### config.mk
export PLATFORM = sky130hd
export DESIGN_NAME = kms_ram
export DESIGN_NICKNAME = d
export VERILOG_FILES = /design/src/kms_ram.sv
export SDC_FILE = /design/constraint.sdc
export NUM_CORES = 2
export LEC_CHECK = 0
export BUFFER_PORTS_ARGS = -buffer_cell sky130_fd_sc_hd__buf_2
export CORE_ASPECT_RATIO = 0.75
export CORE_MARGIN = 4
export CORE_UTILIZATION = 57
export DETAILED_ROUTE_END_ITERATION = 12
export PLACE_DENSITY = 0.72
export SLEW_MARGIN = 10
export SYNTH_ARGS = -nofsm -noshare
export SYNTH_HDL_FRONTEND = slang
export SYNTH_SLANG_ARGS = --single-unit
### constraint.sdc
create_clock -name clk -period 3.3 [get_ports clk]
set_input_delay 0.165 -clock clk [delete_from_list [all_inputs] [get_ports clk]]
set_output_delay 0.165 -clock clk [all_outputs]
set_load 0.02 [all_outputs]
### src/kms_ram.sv
// ----------------------------------------------------------------------------
// kms_ram
// generic single write port, single read port ram with registered read
// ----------------------------------------------------------------------------
`default_nettype none

module kms_ram #(
	parameter int WIDTH = 32,
	parameter int DEPTH = 64
) (
	input  wire logic                     clk,
	input  wire logic                     we,
	input  wire logic [$clog2(DEPTH)-1:0] waddr,
	input  wire logic [WIDTH-1:0]         wdata,
	input  wire logic                     re,
	input  wire logic [$clog2(DEPTH)-1:0] raddr,
	output logic      [WIDTH-1:0]         rdata
);

	logic [WIDTH-1:0] mem_q [DEPTH];

	always_ff @(posedge clk) begin
		if (we) begin
			mem_q[waddr] <= wdata;
		end
		if (re) begin
			rdata <= mem_q[raddr];
		end
	end

endmodule

`default_nettype wire

==> impl_summary.md <==
STA
Setup repair after global routing left no endpoint under its margin. The highest clock rate is 369.4 MHz. The hold violation count in the final report is 0. The final worst-path cycle share is 82.03%.

Final hold analysis gives a worst-case slack of 0.02745 ns. The aggregate negative setup slack is 0 ns. For the final database, setup skew stands at 0.02108 ns.

For the pin with the worst max-slew slack, the measured transition is 1.316 ns. The tightest slew margin relative to the limit is 12.30%. The final critical delay including setup and external delays is 2.707 ns. Setup violations remaining at the end of the flow were counted as 0. The count of final max-slew check failures is 0. The worst-case setup margin in the final layout is 0.5932 ns.

Synthesis
The number of enable-type register cells in the synthesized netlist is 2080. Sorting the synthesized cells by area gives the leading types as sky130_fd_sc_hd__edfxtp_1 (79%), sky130_fd_sc_hd__mux4_2 (16%), sky130_fd_sc_hd__mux2i_1 (1.2%), sky130_fd_sc_hd__o22ai_1 (0.67%), sky130_fd_sc_hd__nor2_1 (0.65%). In this run, distinct cell masters in the synthesized netlist total 33. Counting instances in the post-synthesis netlist gives the leading cell types as sky130_fd_sc_hd__edfxtp_1 (2080), sky130_fd_sc_hd__mux4_2 (544), sky130_fd_sc_hd__nor2_1 (137). Of all flip-flops after synthesis, the portion carrying an async set or reset was 0%. The total standard cell area after synthesis is 78840 um^2.

The average instance in the mapped netlist occupies 23.72 um^2. Of the synthesized area, sequential elements account for 79.23%. The cell count after synthesis came out at 3324. The synthesized net count is 3371. The number of warnings reported in the yosys synthesis log is 0. In this run, synthesis produced a sequential element count of 2080. The most frequent cell after synthesis is sky130_fd_sc_hd__edfxtp_1. Summed over its instances, the top area cell type makes up 79.23% of the synthesized netlist area.

The commonest register cell after synthesis is sky130_fd_sc_hd__edfxtp_1. The largest total area in the synthesized netlist belongs to sky130_fd_sc_hd__edfxtp_1.

Clock network
The H-tree depth is 4. The CTS clock-pin slew for the worst setup and hold paths is 0.06 ns. The clock network latency to the later pin of the worst-skew pair is 0.82 ns. TritonCTS built the clock tree. The root buffer cell is sky130_fd_sc_hd__clkbuf_16.

The number of clock sinks seen by CTS is 2080. The clock passes through at most 3 buffers. Buffers inserted during clock tree synthesis total 182.

Place
Summed over all nets, the half-perimeter wirelength after detailed placement is 113200 um. The count of buffers added on input and output ports is 78. Including well taps, the total number of placed cells is 5303. Prior to clock tree synthesis, the placed netlist has a worst setup slack of -0.09139 ns. At the end of routability-driven placement, the weighted congestion stood at 0.8835. The placed instance area is 83400 um^2.

Die
The horizontal die dimension is 437.4 um. The boundary pin count is 79. The site row count is 117. The standard cell core area is 136600 um^2. The die covers 144400 um^2. The die extent in y is 330.1 um. The initial core utilization is 57.72%.

Routing
The number of vias per cell after detailed routing is 6.781. The post-detailed-route wirelength per cell is 36.01 um. The number of search-and-repair iterations in the first detailed-routing pass is 5. The DRC violations left is 0. The number of violations reported at the end of detailed-routing iteration 0 is 6566. For this block, the via count after detailed routing is 38490.

The remaining antenna violation count after routing is 0. The routed design has 204400 um of wire.

Critical path
The category of the most critical setup path is input port to flop. The worst path required time is 3.84 ns. The worst setup path is captured at a flop.

Data on the critical path arrives at its endpoint at 3.25 ns. Of all nets on the critical path, the largest fanout is 58. The worst setup path is launched from an input port.

Layout
Leaving out filler cells and counting taps, the final layout contains 5677. The layout overhead on the synthesized area is 13.46%. The filler cells instantiated in the layout total 8383. The net count reported at finish is 3711. The post-route standard cell area excluding fillers is 89450 um^2.

In the final layout, the share of cells above drive strength 1 is 30.89%.

Power
Summed over all cells, the static leakage comes to 27.97 nW. Dividing total power by cell area gives a power density of 595.1 nW/um^2. The maximum vdd ir drop is 500.6 uV.

Run
The count of max-cap constraint violations is 0.

GRT
The via count of the first global-routing pass came to 38660. Entering global routing, the biggest net connects 65 pins. The number of antenna violations at the first check in global routing is 16. For this run, the total global-route usage over all layers was measured as 28.79%. The overall overflow remaining after global route is 0. The first global-routing pass estimated 289600 um of wire.

Outcome
The flow ran to the end, and the final reports show no timing, DRC or antenna violations.

Worst hold path
The worst hold-check path type is input port to flop.
[worst paths after layout]
path | startpoint | endpoint | slack (ns) | cells after the start
max | raddr[1] | rdata[18]$_DFFE_PP_ | 0.59 | 8
min | wdata[20] | mem_q[2][20]$_DFFE_PP_ | 0.03 | 1
max reg2reg | mem_q[53][18]$_DFFE_PP_ | rdata[18]$_DFFE_PP_ | 0.74 | 5
min reg2reg | mem_q[13][4]$_DFFE_PP_ | rdata[4]$_DFFE_PP_ | 0.82 | 4
[worst max-delay path, cell delays in order]
cell and delay [ns]:
sky130_fd_sc_hd__buf_8 0.48, sky130_fd_sc_hd__buf_12 0.27, sky130_fd_sc_hd__buf_4 0.28, sky130_fd_sc_hd__mux4_2 0.53, sky130_fd_sc_hd__mux2i_1 0.64, sky130_fd_sc_hd__nand2_1 0.13
sky130_fd_sc_hd__a31oi_1 0.53, sky130_fd_sc_hd__nor2_1 0.11
[routing by layer]
layer	part of all wire (%)	vias up	global-route usage, %
li1	-	14970	-
met1	37	20260	42.57
met2	46	2891	42.76
met3	13	368	7.204
met4	3.7	2	10.20
met5	0.0064	-	0
[registers in the layout, summed over array words and instances, names as in the netlist]
signal / flops
mem_q: 2048
rdata: 32
[timing repair]
| action | 4_1_cts | 5_1_grt |
|---|---|---|
| hold buffers | 8 | 11 |
| buffers inserted | 0 | 0 |
| endpoints found under the hold margin | 229 | 449 |
| gates resized for setup | 0 | 0 |
[where the power goes]
group,internal [mW],switching [mW]
Combinational,1.10,1.89
Clock,11.5,9.33
Sequential,29.3,0.0821
Total,41.9,11.3
[logic make-up after synthesis]
kind of cell	synth area share (%)
buf+inv	1.124
compound gates	1.666
mux	16.72
flops	79.23
simple gates	1.260
[per-stage QoR]
step	total power, mW	util [%]
global route	54.79	65.48
finish	53.23	65.49
global placement	32.76	61.06
floorplan	31.39	-
detailed placement	32.86	61.06
CTS	53.39	65.34
[placed cells by master, fill, tap and decap left out, types with 3 or more instances in the layout]
| cell type | n |
|---|---|
| sky130_fd_sc_hd__a21oi_1 | 62 |
| sky130_fd_sc_hd__a22oi_1 | 12 |
| sky130_fd_sc_hd__a311oi_1 | 8 |
| sky130_fd_sc_hd__a41o_1 | 4 |
| sky130_fd_sc_hd__and3_1 | 4 |
| sky130_fd_sc_hd__buf_12 | 37 |
| sky130_fd_sc_hd__buf_2 | 65 |
| sky130_fd_sc_hd__buf_4 | 214 |
| sky130_fd_sc_hd__buf_8 | 3 |
| sky130_fd_sc_hd__bufinv_16 | 15 |
| sky130_fd_sc_hd__clkbuf_1 | 44 |
| sky130_fd_sc_hd__clkbuf_16 | 186 |
| sky130_fd_sc_hd__clkinv_1 | 47 |
| sky130_fd_sc_hd__clkinv_2 | 32 |
| sky130_fd_sc_hd__clkinv_8 | 3 |
| sky130_fd_sc_hd__clkinvlp_4 | 4 |
| sky130_fd_sc_hd__diode_2 | 13 |
| sky130_fd_sc_hd__dlygate4sd3_1 | 19 |
| sky130_fd_sc_hd__edfxtp_1 | 2080 |
| sky130_fd_sc_hd__inv_6 | 7 |
| sky130_fd_sc_hd__mux2i_1 | 93 |
| sky130_fd_sc_hd__mux4_2 | 544 |
| sky130_fd_sc_hd__nand2_1 | 26 |
| sky130_fd_sc_hd__nand2b_1 | 8 |
| sky130_fd_sc_hd__nand3_1 | 5 |
| sky130_fd_sc_hd__nand3b_1 | 5 |
| sky130_fd_sc_hd__nor2_1 | 75 |
| sky130_fd_sc_hd__nor2_4 | 62 |
| sky130_fd_sc_hd__nor2b_1 | 15 |
| sky130_fd_sc_hd__nor3_1 | 5 |
| sky130_fd_sc_hd__o221ai_1 | 27 |
| sky130_fd_sc_hd__o22ai_1 | 84 |
| sky130_fd_sc_hd__o32ai_1 | 4 |
| sky130_fd_sc_hd__or3_1 | 3 |
| sky130_fd_sc_hd__or3b_2 | 3 |
[final cells by class]
cell class | count | area, um^2 | share of cell area (%)
Tap cell | 1844 | 2307 | 2.579
Clock inverter | 110 | 944.7 | 1.056
Antenna cell | 13 | 32.53 | 0.03637
Timing Repair Buffer | 338 | 2908 | 3.251
Multi-Input combinational cell | 1062 | 15980 | 17.86
Sequential cell | 2080 | 62460 | 69.83
Clock buffer | 230 | 4820 | 5.388
Power figures use the tool's default switching activity.
